### config.mk
export PLATFORM = sky130hd
export DESIGN_NAME = trial_division_prime_lister_top_flat
export DESIGN_NICKNAME = d
export VERILOG_FILES = /design/src/rtl/tdpl_pkg.sv /design/src/rtl/tdpl_if.sv /design/src/rtl/trial_division_prime_lister_top.sv /design/src/flat_wrapper.sv
export SDC_FILE = /design/constraint.sdc
export NUM_CORES = 1
export LEC_CHECK = 0
export BUFFER_PORTS_ARGS = -buffer_cell sky130_fd_sc_hd__buf_4
export CAP_MARGIN = 10
export CELL_PAD_IN_SITES_DETAIL_PLACEMENT = 2
export CELL_PAD_IN_SITES_GLOBAL_PLACEMENT = 2
export CORE_MARGIN = 2
export CORE_UTILIZATION = 39
export CTS_BUF_LIST = sky130_fd_sc_hd__clkbuf_16
export DETAILED_ROUTE_END_ITERATION = 10
export GPL_ROUTABILITY_DRIVEN = 1
export GPL_TIMING_DRIVEN = 0
export PLACE_DENSITY = 0.83
export SETUP_SLACK_MARGIN = 0.05
export SYNTH_ARGS = -nofsm -noshare
export SYNTH_HDL_FRONTEND = slang
export SYNTH_SLANG_ARGS = --single-unit
### constraint.sdc
create_clock -name clk -period 6.5 [get_ports clk]
set_input_delay 0.975 -clock clk [delete_from_list [all_inputs] [get_ports clk]]
set_output_delay 0.975 -clock clk [all_outputs]
set_load 0.05 [all_outputs]
### src/rtl/tdpl_pkg.sv
// ----------------------------------------------------------------------------
// tdpl_pkg
// Shared widths, register map and state codes of the trial division prime
// lister.
// ----------------------------------------------------------------------------
`default_nettype none

package tdpl_pkg;

  localparam int VALUE_BITS = 8;
  localparam int CAND_W     = VALUE_BITS + 1;
  localparam int BIT_CNT_W  = (VALUE_BITS > 1) ? $clog2(VALUE_BITS) : 1;
  localparam int COUNT_W    = 16;
  localparam int METHOD_W   = 2;
  localparam int CFG_ADDR_W = 2;
  localparam int CFG_DATA_W = 32;

  localparam logic [CFG_ADDR_W-1:0] ADDR_METHOD = CFG_ADDR_W'(0);

  // method register bits
  localparam int METHOD_ODD_BIT  = 0;
  localparam int METHOD_ROOT_BIT = 1;

  localparam logic [COUNT_W-1:0]   COUNT_MAX   = {COUNT_W{1'b1}};
  localparam logic [CAND_W-1:0]    FIRST_EVEN  = CAND_W'(2);
  localparam logic [CAND_W-1:0]    FIRST_ODD   = CAND_W'(3);
  localparam logic [VALUE_BITS-1:0] PRIME_TWO  = VALUE_BITS'(2);

  typedef enum logic [7:0] {
    ST_IDLE = 8'b0000_0001,
    ST_TWO  = 8'b0000_0010,
    ST_CAND = 8'b0000_0100,
    ST_ROOT = 8'b0000_1000,
    ST_DCHK = 8'b0001_0000,
    ST_MOD  = 8'b0010_0000,
    ST_EMIT = 8'b0100_0000,
    ST_CNT  = 8'b1000_0000
  } state_t;

endpackage

`default_nettype wire

### src/rtl/tdpl_if.sv
// ----------------------------------------------------------------------------
// tdpl_in_if / tdpl_out_if
// Valid/ready channels carrying the limit and the result items.
// ----------------------------------------------------------------------------
`default_nettype none

interface tdpl_in_if
  import tdpl_pkg::*;
  ();
  logic                  valid;
  logic                  ready;
  logic [VALUE_BITS-1:0] limit;

  modport source (output valid, output limit, input ready);
  modport sink   (input valid, input limit, output ready);
endinterface

interface tdpl_out_if
  import tdpl_pkg::*;
  ();
  logic                  valid;
  logic                  ready;
  logic [VALUE_BITS-1:0] prime_value;
  logic                  is_count;
  logic [COUNT_W-1:0]    mod_count;
  logic                  last;

  modport source (output valid, output prime_value, output is_count,
                  output mod_count, output last, input ready);
  modport sink   (input valid, input prime_value, input is_count,
                  input mod_count, input last, output ready);
endinterface

`default_nettype wire

### src/rtl/trial_division_prime_lister_top.sv
// Per limit, the run walks every candidate; each trial modulo passes the
//   check state and then the shared bit-serial remainder unit, and the root
//   method adds root steps per candidate.
// Throughput: one limit per run; in_chan.ready is high only in idle.
//   The shared remainder unit, one candidate bit at a time, sets the rate.
// Reset: synchronous active-low rst_n; returns to idle, method = 0.
// ----------------------------------------------------------------------------
// trial_division_prime_lister_top
// Lists every prime up to a limit by trial division, then a count item with
// the number of modulo operations. Method register selects the variant.
// ----------------------------------------------------------------------------
`default_nettype none

module trial_division_prime_lister_top
  import tdpl_pkg::*;
(
  input  wire                    clk,
  input  wire                    rst_n,
  tdpl_in_if.sink                in_chan,
  tdpl_out_if.source             out_chan,
  input  wire                    cfg_psel,
  input  wire                    cfg_penable,
  input  wire                    cfg_pwrite,
  input  wire [CFG_ADDR_W-1:0]   cfg_paddr,
  input  wire [CFG_DATA_W-1:0]   cfg_pwdata,
  output logic [CFG_DATA_W-1:0]  cfg_prdata,
  output logic                   cfg_pready
);

  // control
  state_t                  state_r, state_nxt;
  logic [METHOD_W-1:0]     method_r;
  logic                    odd_only, use_root;
  logic [CAND_W-1:0]       start_val, stride;

  // run state
  logic [VALUE_BITS-1:0]   lim_r, lim_nxt;
  logic [CAND_W-1:0]       cand_r, cand_nxt;
  logic [CAND_W-1:0]       div_r, div_nxt;
  logic [VALUE_BITS-1:0]   bound_r, bound_nxt;
  logic [VALUE_BITS-1:0]   root_r, root_nxt;     // running floor root
  logic [CAND_W-1:0]       nsq_r, nsq_nxt;       // (root_r + 1)^2
  logic [COUNT_W-1:0]      ops_r, ops_nxt;

  // shared remainder unit
  logic [VALUE_BITS-1:0]   rem_r, rem_nxt;
  logic [BIT_CNT_W-1:0]    bit_idx_r, bit_idx_nxt;
  logic [VALUE_BITS-1:0]   cand_lo;
  logic [CAND_W-1:0]       trial;
  logic [VALUE_BITS-1:0]   rem_step;

  // output register
  logic                    out_valid_r, out_valid_nxt;
  logic [VALUE_BITS-1:0]   out_prime_r, out_prime_nxt;
  logic                    out_is_count_r, out_is_count_nxt;
  logic [COUNT_W-1:0]      out_count_r, out_count_nxt;
  logic                    out_last_r, out_last_nxt;
  logic                    slot_free;

  logic                    in_xfer;
  logic                    cfg_wr;

  // --------------------------------------------------------------------------
  // Configuration port: one register, written on the access phase.
  // --------------------------------------------------------------------------
  assign cfg_pready = 1'b1;
  assign cfg_wr     = cfg_psel && cfg_penable && cfg_pwrite && cfg_pready;

  always_comb begin
    cfg_prdata = '0;
    if (cfg_paddr == ADDR_METHOD) begin
      cfg_prdata = CFG_DATA_W'(method_r);
    end
  end

  always_ff @(posedge clk) begin
    if (!rst_n) begin
      method_r <= '0;
    end else if (cfg_wr && cfg_paddr == ADDR_METHOD) begin
      method_r <= cfg_pwdata[METHOD_W-1:0];
    end
  end

  assign odd_only  = method_r[METHOD_ODD_BIT];
  assign use_root  = method_r[METHOD_ROOT_BIT];
  assign start_val = odd_only ? FIRST_ODD : FIRST_EVEN;
  assign stride    = odd_only ? CAND_W'(2) : CAND_W'(1);

  // --------------------------------------------------------------------------
  // Handshakes
  // --------------------------------------------------------------------------
  assign in_chan.ready = (state_r == ST_IDLE);
  assign in_xfer       = in_chan.valid && in_chan.ready;
  assign slot_free     = !out_valid_r || out_chan.ready;

  assign out_chan.valid       = out_valid_r;
  assign out_chan.prime_value = out_prime_r;
  assign out_chan.is_count    = out_is_count_r;
  assign out_chan.mod_count   = out_count_r;
  assign out_chan.last        = out_last_r;

  // --------------------------------------------------------------------------
  // Bit-serial restoring remainder: one candidate bit per cycle, MSB first.
  // Partial remainder stays below the divisor, so VALUE_BITS bits suffice.
  // --------------------------------------------------------------------------
  assign cand_lo = cand_r[VALUE_BITS-1:0];
  assign trial   = {rem_r, cand_lo[bit_idx_r]};

  always_comb begin
    if (trial >= div_r) begin
      rem_step = VALUE_BITS'(trial - div_r);
    end else begin
      rem_step = trial[VALUE_BITS-1:0];
    end
  end

  // --------------------------------------------------------------------------
  // Sequencer
  // --------------------------------------------------------------------------
  always_comb begin
    state_nxt        = state_r;
    lim_nxt          = lim_r;
    cand_nxt         = cand_r;
    div_nxt          = div_r;
    bound_nxt        = bound_r;
    root_nxt         = root_r;
    nsq_nxt          = nsq_r;
    ops_nxt          = ops_r;
    rem_nxt          = rem_r;
    bit_idx_nxt      = bit_idx_r;
    out_valid_nxt    = out_valid_r && !out_chan.ready;
    out_prime_nxt    = out_prime_r;
    out_is_count_nxt = out_is_count_r;
    out_count_nxt    = out_count_r;
    out_last_nxt     = out_last_r;

    case (state_r)
      ST_IDLE: begin
        if (in_xfer) begin
          lim_nxt  = in_chan.limit;
          cand_nxt = start_val;
          ops_nxt  = '0;
          root_nxt = '0;
          nsq_nxt  = CAND_W'(1);
          // odd-only methods hand out 2 without testing it
          if (odd_only && in_chan.limit >= PRIME_TWO) begin
            state_nxt = ST_TWO;
          end else begin
            state_nxt = ST_CAND;
          end
        end
      end

      ST_TWO: begin
        if (slot_free) begin
          out_valid_nxt    = 1'b1;
          out_prime_nxt    = PRIME_TWO;
          out_is_count_nxt = 1'b0;
          out_count_nxt    = '0;
          out_last_nxt     = 1'b0;
          state_nxt        = ST_CAND;
        end
      end

      ST_CAND: begin
        if (cand_r > {1'b0, lim_r}) begin
          state_nxt = ST_CNT;
        end else if (use_root) begin
          state_nxt = ST_ROOT;
        end else begin
          bound_nxt = VALUE_BITS'(cand_r - CAND_W'(1));
          div_nxt   = start_val;
          state_nxt = ST_DCHK;
        end
      end

      // candidates rise, so the floor root only ever steps up
      ST_ROOT: begin
        if (nsq_r <= cand_r) begin
          root_nxt = root_r + VALUE_BITS'(1);
          nsq_nxt  = nsq_r + {root_r, 1'b0} + CAND_W'(3);
        end else begin
          bound_nxt = root_r;
          div_nxt   = start_val;
          state_nxt = ST_DCHK;
        end
      end

      ST_DCHK: begin
        if (div_r > {1'b0, bound_r}) begin
          state_nxt = ST_EMIT;
        end else begin
          if (ops_r != COUNT_MAX) begin
            ops_nxt = ops_r + COUNT_W'(1);
          end
          rem_nxt     = '0;
          bit_idx_nxt = BIT_CNT_W'(VALUE_BITS - 1);
          state_nxt   = ST_MOD;
        end
      end

      ST_MOD: begin
        rem_nxt = rem_step;
        if (bit_idx_r == '0) begin
          if (rem_step == '0) begin
            cand_nxt  = cand_r + stride;     // divisor found: composite
            state_nxt = ST_CAND;
          end else begin
            div_nxt   = div_r + stride;
            state_nxt = ST_DCHK;
          end
        end else begin
          bit_idx_nxt = bit_idx_r - BIT_CNT_W'(1);
        end
      end

      ST_EMIT: begin
        if (slot_free) begin
          out_valid_nxt    = 1'b1;
          out_prime_nxt    = cand_lo;
          out_is_count_nxt = 1'b0;
          out_count_nxt    = '0;
          out_last_nxt     = 1'b0;
          cand_nxt         = cand_r + stride;
          state_nxt        = ST_CAND;
        end
      end

      ST_CNT: begin
        if (slot_free) begin
          out_valid_nxt    = 1'b1;
          out_prime_nxt    = '0;
          out_is_count_nxt = 1'b1;
          out_count_nxt    = ops_r;
          out_last_nxt     = 1'b1;
          state_nxt        = ST_IDLE;
        end
      end

      default: begin
        state_nxt = ST_IDLE;
      end
    endcase
  end

  always_ff @(posedge clk) begin
    if (!rst_n) begin
      state_r     <= ST_IDLE;
      out_valid_r <= 1'b0;
      ops_r       <= '0;
      cand_r      <= '0;
      div_r       <= '0;
      bound_r     <= '0;
    end else begin
      state_r     <= state_nxt;
      out_valid_r <= out_valid_nxt;
      ops_r       <= ops_nxt;
      cand_r      <= cand_nxt;
      div_r       <= div_nxt;
      bound_r     <= bound_nxt;
    end
  end

  // payload and working registers
  always_ff @(posedge clk) begin
    lim_r          <= lim_nxt;
    root_r         <= root_nxt;
    nsq_r          <= nsq_nxt;
    rem_r          <= rem_nxt;
    bit_idx_r      <= bit_idx_nxt;
    out_prime_r    <= out_prime_nxt;
    out_is_count_r <= out_is_count_nxt;
    out_count_r    <= out_count_nxt;
    out_last_r     <= out_last_nxt;
  end

endmodule

`default_nettype wire

### src/flat_wrapper.sv
// flat-port wrapper written by rule: the top's interface ports become plain ports
module trial_division_prime_lister_top_flat import tdpl_pkg::*;
  (clk, rst_n, cfg_psel, cfg_penable, cfg_pwrite, cfg_paddr, cfg_pwdata, cfg_prdata, cfg_pready, in_chan_valid, in_chan_limit, in_chan_ready, out_chan_valid, out_chan_prime_value, out_chan_is_count, out_chan_mod_count, out_chan_last, out_chan_ready);
  tdpl_in_if in_chan_i ();
  tdpl_out_if out_chan_i ();
  input  wire clk;
  input  wire rst_n;
  input  wire cfg_psel;
  input  wire cfg_penable;
  input  wire cfg_pwrite;
  input  wire [CFG_ADDR_W-1:0] cfg_paddr;
  input  wire [CFG_DATA_W-1:0] cfg_pwdata;
  output logic [CFG_DATA_W-1:0] cfg_prdata;
  output logic cfg_pready;
  input wire logic [$bits(in_chan_i.valid)-1:0] in_chan_valid;
  input wire logic [$bits(in_chan_i.limit)-1:0] in_chan_limit;
  output wire logic [$bits(in_chan_i.ready)-1:0] in_chan_ready;
  output wire logic [$bits(out_chan_i.valid)-1:0] out_chan_valid;
  output wire logic [$bits(out_chan_i.prime_value)-1:0] out_chan_prime_value;
  output wire logic [$bits(out_chan_i.is_count)-1:0] out_chan_is_count;
  output wire logic [$bits(out_chan_i.mod_count)-1:0] out_chan_mod_count;
  output wire logic [$bits(out_chan_i.last)-1:0] out_chan_last;
  input wire logic [$bits(out_chan_i.ready)-1:0] out_chan_ready;
  assign in_chan_i.valid = in_chan_valid;
  assign in_chan_i.limit = in_chan_limit;
  assign in_chan_ready = in_chan_i.ready;
  assign out_chan_valid = out_chan_i.valid;
  assign out_chan_prime_value = out_chan_i.prime_value;
  assign out_chan_is_count = out_chan_i.is_count;
  assign out_chan_mod_count = out_chan_i.mod_count;
  assign out_chan_last = out_chan_i.last;
  assign out_chan_i.ready = out_chan_ready;
  trial_division_prime_lister_top u_core (.clk(clk), .rst_n(rst_n), .in_chan(in_chan_i), .out_chan(out_chan_i), .cfg_psel(cfg_psel), .cfg_penable(cfg_penable), .cfg_pwrite(cfg_pwrite), .cfg_paddr(cfg_paddr), .cfg_pwdata(cfg_pwdata), .cfg_prdata(cfg_prdata), .cfg_pready(cfg_pready));
endmodule
# == Yosys cells after proc, flatten, opt, wreduce, memory -nomap -nowiden ==
# Index checks and enable logic that the tools add are counted.
# totals
regBits,114
mem_bits_ro,0
wordCells,146
latchBits,0
n_memories,0
ram_bits,0
# classes
bitwise,0
n_eq_ne,24
magnitude_cmp,6
div,0
add_sub_neg,9
n_reduce_logical,33
n_shift,0
n_mul,0
muxes,59
# op_table
op,count
$mux 8,16
$mux 9,11
$mux 16,5
$pmux 16 s2,2
$pmux 8 s7,1
$pmux 9 s3,2
$pmux 8 s2,3
$pmux 8 s3,1
$add 9x2->9,2
$gt 9x8->1,2
$pmux 9 s2,1
$add 16x1->16 const B,1
$ne 16x16->1 const B,1
$ne 2x1->1 const B,8
$ne 2x2->1 const B,7
$reduce_and 4->1,3
$mux 5,2
$reduce_and 5->1,2
$reduce_bool 2->1,5
$add 9x2->9 const B,1
$add 9x9->9,1
$ge 9x9->1,1
$le 9x9->1,1
$mux 3,3
32 further kinds,49

# == Longest topological paths before layout ==
# logic_depth
depth_word,8
mapped_depth,14
mapped_depth_nobuf,13

# == Least setup slack after synthesis ==
# Ideal clock, no wire load.
# synth_path
path_type,reg2reg
from,reg u_core.bit_idx_r[0]
to,reg u_core.cand_r[7]
t_required_ps,6385
arrival_ps,3680
period_less_slack_ps,3794
setup_time_ps,115
setup_slack_ps,2706
path_stages_with_launch,14
path_cell_list,edfxtp_1 -> mux4_1 -> mux2i_4 -> ha_1 -> inv_1 -> fa_1 -> a211o_1 -> a211o_2 -> nand3_2 -> a211oi_1 -> o41a_4 -> a211oi_4 -> a21oi_1 -> o21a_1
# synth_between
elab_chain_len,7
word_cells_on_any_way,10
cone_classes,add/sub (1); order compare (1); eq/ne (2); mux (3); reduce/logical (3)
# synth_lines
element,line,rtl
start: declaration,trial_division_prime_lister_top.sv:47,"logic [BIT_CNT_W-1:0] bit_idx_r, bit_idx_nxt;"
start signal: assignment,trial_division_prime_lister_top.sv:270,bit_idx_r <= bit_idx_nxt;
$bmux 1 s3,trial_division_prime_lister_top.sv:107,"assign trial = {rem_r, cand_lo[bit_idx_r]};"
$mux 1 (not written as such),trial_division_prime_lister_top.sv:107,
$sub 8x8->8 or $ge 9x9->1 (tied branches),"trial_division_prime_lister_top.sv:111, trial_division_prime_lister_top.sv:110",
$mux 8,trial_division_prime_lister_top.sv:110,if (trial >= div_r) begin
$logic_not 8->1,trial_division_prime_lister_top.sv:205,if (rem_step == '0) begin
$ne 2x1->1 (no line),n/a,
$reduce_and 5->1 (no line) *,n/a,
end signal: assignment,trial_division_prime_lister_top.sv:258,cand_r <= cand_nxt;
end: declaration,trial_division_prime_lister_top.sv:38,"logic [CAND_W-1:0] cand_r, cand_nxt;"
# Every way passes the cells marked *; elsewhere a longest branch is shown, timed or not. The select of a mux whose other input is x is not followed.
# A chain may end at the register's enable or synchronous reset.

# == Final worst setup path ==
# layout_path
from,reg u_core.bit_idx_r[0]
to,reg u_core.div_r[6]
# layout_between
elab_chain_len,7
word_cells_on_any_way,10
cone_classes,add/sub (1); order compare (1); eq/ne (2); mux (3); reduce/logical (3)
# layout_lines
element,line,rtl
$bmux 1 s3,trial_division_prime_lister_top.sv:107,
$mux 1 (not written as such),trial_division_prime_lister_top.sv:107,
$sub 8x8->8 or $ge 9x9->1 (tied branches),"trial_division_prime_lister_top.sv:111, trial_division_prime_lister_top.sv:110",
$mux 8,trial_division_prime_lister_top.sv:110,
$logic_not 8->1,trial_division_prime_lister_top.sv:205,
$ne 2x2->1 (no line),n/a,
$reduce_and 6->1 (no line) *,n/a,
end signal: assignment,trial_division_prime_lister_top.sv:259,div_r <= div_nxt;
end: declaration,trial_division_prime_lister_top.sv:39,"logic [CAND_W-1:0] div_r, div_nxt;"
# Marked as above.

==> summary.log <==
INFO  status         run_status=complete, no violations
INFO  sta            timing.final.hold_violations=0
INFO  finish         layout-drive-gt1-share=16.02%
INFO  global_route   globalRouteTotalUtil=26.11%
INFO  floorplan      placement_rows=49
INFO  drt            route.detailed.drc=0
INFO  sta            relSlewSlack=42.23%
INFO  yosys          yosysSeqAreaShare=40.21%
INFO  floorplan      placeableCoreArea=18020um2
INFO  run            drv_cap=0
INFO  drt            average_via_count_per_standard_cell=5.715
INFO  finish         nets=971
INFO  finish         antenna-diode-count=0
INFO  setup_path     critical_path_required=6830ps
INFO  pwr            power.density=329.5nW/um2
INFO  sta            worst_clock_skew=8.025ps
INFO  setup_path     critical-path-top-cell-by-count=a211oi_1
INFO  global_route   grt_overflow=0
INFO  setup_path     crit_path_max_incr_delay=650ps
INFO  drt            dr_wl_met2=12.51mm
INFO  global_route   grt_first_pass_wirelength=39.96mm
INFO  drt            drtPass1Iterations=5
INFO  min_path       class_of_the_tightest_hold_or_removal_check=reg -> reg
INFO  setup_path     crit_fanout=7
INFO  place          gp_congestion=0.8213
INFO  global_route   grt_start_max_net_pins=18
INFO  finish         layout_overhead_on_the_synthesized_area=19.97%
INFO  sta            fin_ws=1874ps
INFO  yosys          synthesis.area_per_instance=9.404um2
INFO  yosys          cell_type_with_the_largest_total_area_after_synthesis=edfxtp_1
INFO  cts            cts-buffers-inserted=17
INFO  yosys          synth_cells=765
INFO  yosys          ys_async_sr_fraction=0%
INFO  yosys          synth_top_cells_by_area=edfxtp_1 (25%), dfxtp_1 (15%), ha_1 (9.9%), nor2_1 (3.8%), buf_4 (3.4%)
INFO  global_route   grt_antenna_before_repair=0
INFO  place          dp_hpwl=17.54mm
INFO  yosys          yosys.cell_types.count=73
INFO  floorplan      fp.dieW=139.8um
INFO  setup_path     crit_path_start_kind=flip-flop
INFO  place          pre_cts_slack=2080ps
INFO  sta            timing_worst_slew_pin_value=858.6ps
INFO  sta            achievable-frequency=216.1MHz
INFO  drt            detail_route.iter0.violations=323
INFO  sta            slew_violations=0
INFO  cts            tritoncts=built
INFO  finish         layout.filler_cells=1908
INFO  setup_path     crit_chain=mux4_1, mux2i_4, ha_1, inv_1, fa_1, a211o_1, a211o_2, nand3_2, a211oi_1, o41a_4, a21oi_1, a211oi_1, o32ai_1
INFO  cts            cts.clk_slew.worst_paths=60ps
INFO  setup_path     timing.critical_path.arrival=4950ps
INFO  yosys          synth-edff-count=61
INFO  pwr            vdd_drop_max=0.2062mV
INFO  sta            setup_repair_after_global_routing_missed_its_margin=no
INFO  floorplan      initial_utilization=39.91%
INFO  sta            setup_violations=0
INFO  setup_path     critical_path.endpoint_type=flip-flop
INFO  drt            drt-total-wl=24.63mm
INFO  drt            dr_total_vias=6304
INFO  cts            clk-insertion-delay-late=430ps
INFO  cts            ctsLongestPathBuffers=2
INFO  yosys          yosys_most_used_dff=edfxtp_1
INFO  drt            detail_route.wl_per_cell=22.33um
INFO  sta            totalNegativeSetupSlack=0ps
INFO  cts            cts.root.buffer_cell=clkbuf_16
INFO  yosys          yosysWarningCount=0
INFO  sta            finalCriticalPeriod=4627ps
INFO  cts            post_cts_hold_buffer_count=0
INFO  yosys          post-synth-top-area-fraction=25.46%
INFO  yosys          synthesis.area=7194um2
INFO  place          buffer_ports.inserted=47
INFO  cts            setup_repair_bufs_after_cts=0
INFO  floorplan      die_y=139.8um
INFO  yosys          synth-seq-cells=114
INFO  drt            detail-route-antenna-nets=0
INFO  cts            number_of_sinks_handled_by_clock_tree_synthesis=114
INFO  sta            final.period_utilization=71.18%
INFO  cts            cts-resized-gates=0
INFO  pwr            static-leakage-power=3.442nW
INFO  floorplan      design.die.area=19550um2
INFO  floorplan      ioPinCount=110
INFO  drt            routed.top_layer=met4
INFO  cts            clock_tree.htree_level_count=4
INFO  global_route   vias_in_the_first_global_route=7139
INFO  setup_path     critical_path_class=reg -> reg
INFO  drt            route.layer.met1.wl=10.30mm
INFO  drt            wl_met3=1.048mm
INFO  setup_path     crit_slowest_cell=mux4_1
## critical path: cells and delay by family, from the launching register on
kind / cells / cell delay, ps
and+or+nand+nor: 1 / 80
AOI/OAI and AO/OA: 7 / 2320
DFF: 1 / 450
adders and majority gates: 2 / 640
muxes: 2 / 970
buffers and inverters: 1 / 60
## through the flow
stage	hold slack [ps]	instance area (um2)	util, %	power (mW)	cells
2_1_floorplan	431.9	7303	-	1.476	794
4_1_cts	464.8	8631	47.88	2.852	1103
5_1_grt	508.1	8631	47.88	2.981	1103
3_3_place_gp	451.4	7943	44.07	1.663	1070
6_report	465.8	8631	47.88	2.843	1103
3_5_place_dp	454.9	7950	44.11	1.726	1071
## layout by cell type (no fill, tap or decap), types with 6 or more instances in the layout
| master | Yosys | final |
|---|---|---|
| a211oi_1 | 10 | 10 |
| a21o_1 | 12 | 12 |
| a21oi_1 | 46 | 46 |
| and2_1 | 23 | 23 |
| and3_1 | 10 | 10 |
| and4_1 | 6 | 6 |
| buf_2 | 6 | 6 |
| buf_4 | 33 | 81 |
| bufinv_16 | 0 | 6 |
| clkbuf_1 | 16 | 16 |
| clkbuf_16 | 0 | 17 |
| conb_1 | 2 | 31 |
| dfxtp_1 | 53 | 53 |
| edfxtp_1 | 61 | 61 |
| ha_1 | 57 | 57 |
| inv_1 | 50 | 50 |
| nand2_1 | 61 | 61 |
| nand2b_1 | 7 | 7 |
| nand3_1 | 30 | 30 |
| nand4_1 | 12 | 12 |
| nor2_1 | 73 | 73 |
| nor2b_1 | 9 | 9 |
| nor3_1 | 16 | 16 |
| nor4_1 | 11 | 11 |
| o21a_1 | 10 | 10 |
| o21ai_0 | 22 | 22 |
| xnor2_1 | 18 | 18 |
| xor2_1 | 22 | 22 |
## power breakdown
part	internal (mW)	switching, mW	leakage (nW)
clock	0.722	0.373	0.320
sequential	0.828	0.0776	1.02
combinational	0.302	0.540	2.10
## metal layers
layer	up-vias	global-route usage, %
met5	-	0
met4	0	11.05
met3	62	5.747
met2	183	45.57
met1	3181	30.95
li1	2878	-
## registers in the layout (all words and copies together) (netlist names), 9 cells and up
signal and cells:
u_core.div_r 9, u_core.nsq_r 9, u_core.cand_r 9, u_core.out_chan.mod_count 16, u_core.ops_r 16
## cell families (layout without fill, tap and decap cells)
group / after synthesis / in the layout / synth area share, %
and+or+nand+nor: 285 / 285 / 20.64
AOI/OAI and AO/OA: 147 / 147 / 13.91
DFF: 114 / 114 / 40.21
buffers and inverters: 109 / 189 / 7.617
adders and majority gates: 61 / 61 / 11.03
xor gates and xnor gates: 40 / 40 / 4.869
muxes: 7 / 7 / 1.617
other: 2 / 31 / 0.1044
## path summary, 6_finish.rpt
check	from	to	depth (start not counted)	slack (ps)
max	u_core.bit_idx_r[0]	u_core.div_r[6]	13	1870
min	u_core.bound_r[7]	u_core.bound_r[7]	2	470
max reg2reg	u_core.bit_idx_r[0]	u_core.div_r[6]	13	1870
min reg2reg	u_core.bound_r[7]	u_core.bound_r[7]	2	470
## layout make-up
class                   instances  area (um2)  share of cell area (%)
clock inverters                15       255.2                   2.957
inverters                      51       191.4                   2.218
well taps                     229       286.5                   3.320
multi-input cells             571        3862                   44.75
repair buffers                 48       360.3                   4.175
plain buffers                  58       356.6                   4.132
flip-flops and latches        114        2893                   33.52
clock buffers                  17       425.4                   4.929
## synth_stat cells (3+ instances only)
cell type  count
a211o_1        5
a211oi_1      10
a21o_1        12
a21oi_1       46
and2_1        23
and3_1        10
and4_1         6
buf_2          6
buf_4         33
clkbuf_1      16
dfxtp_1       53
edfxtp_1      61
fa_1           4
ha_1          57
inv_1         50
mux2i_1        3
nand2_1       61
nand2b_1       7
nand3_1       30
nand4_1       12
nor2_1        73
nor2b_1        9
nor3_1        16
nor4_1        11
nor4b_1        3
o2111ai_1      5
o211ai_1       4
o21a_1        10
o21ai_0       22
o21ai_1        3
o21bai_1       3
o31ai_1        4
or2_2          4
or3_1          3
or4_1          3
xnor2_1       18
xor2_1        22
Power figures use the tool's default switching activity.
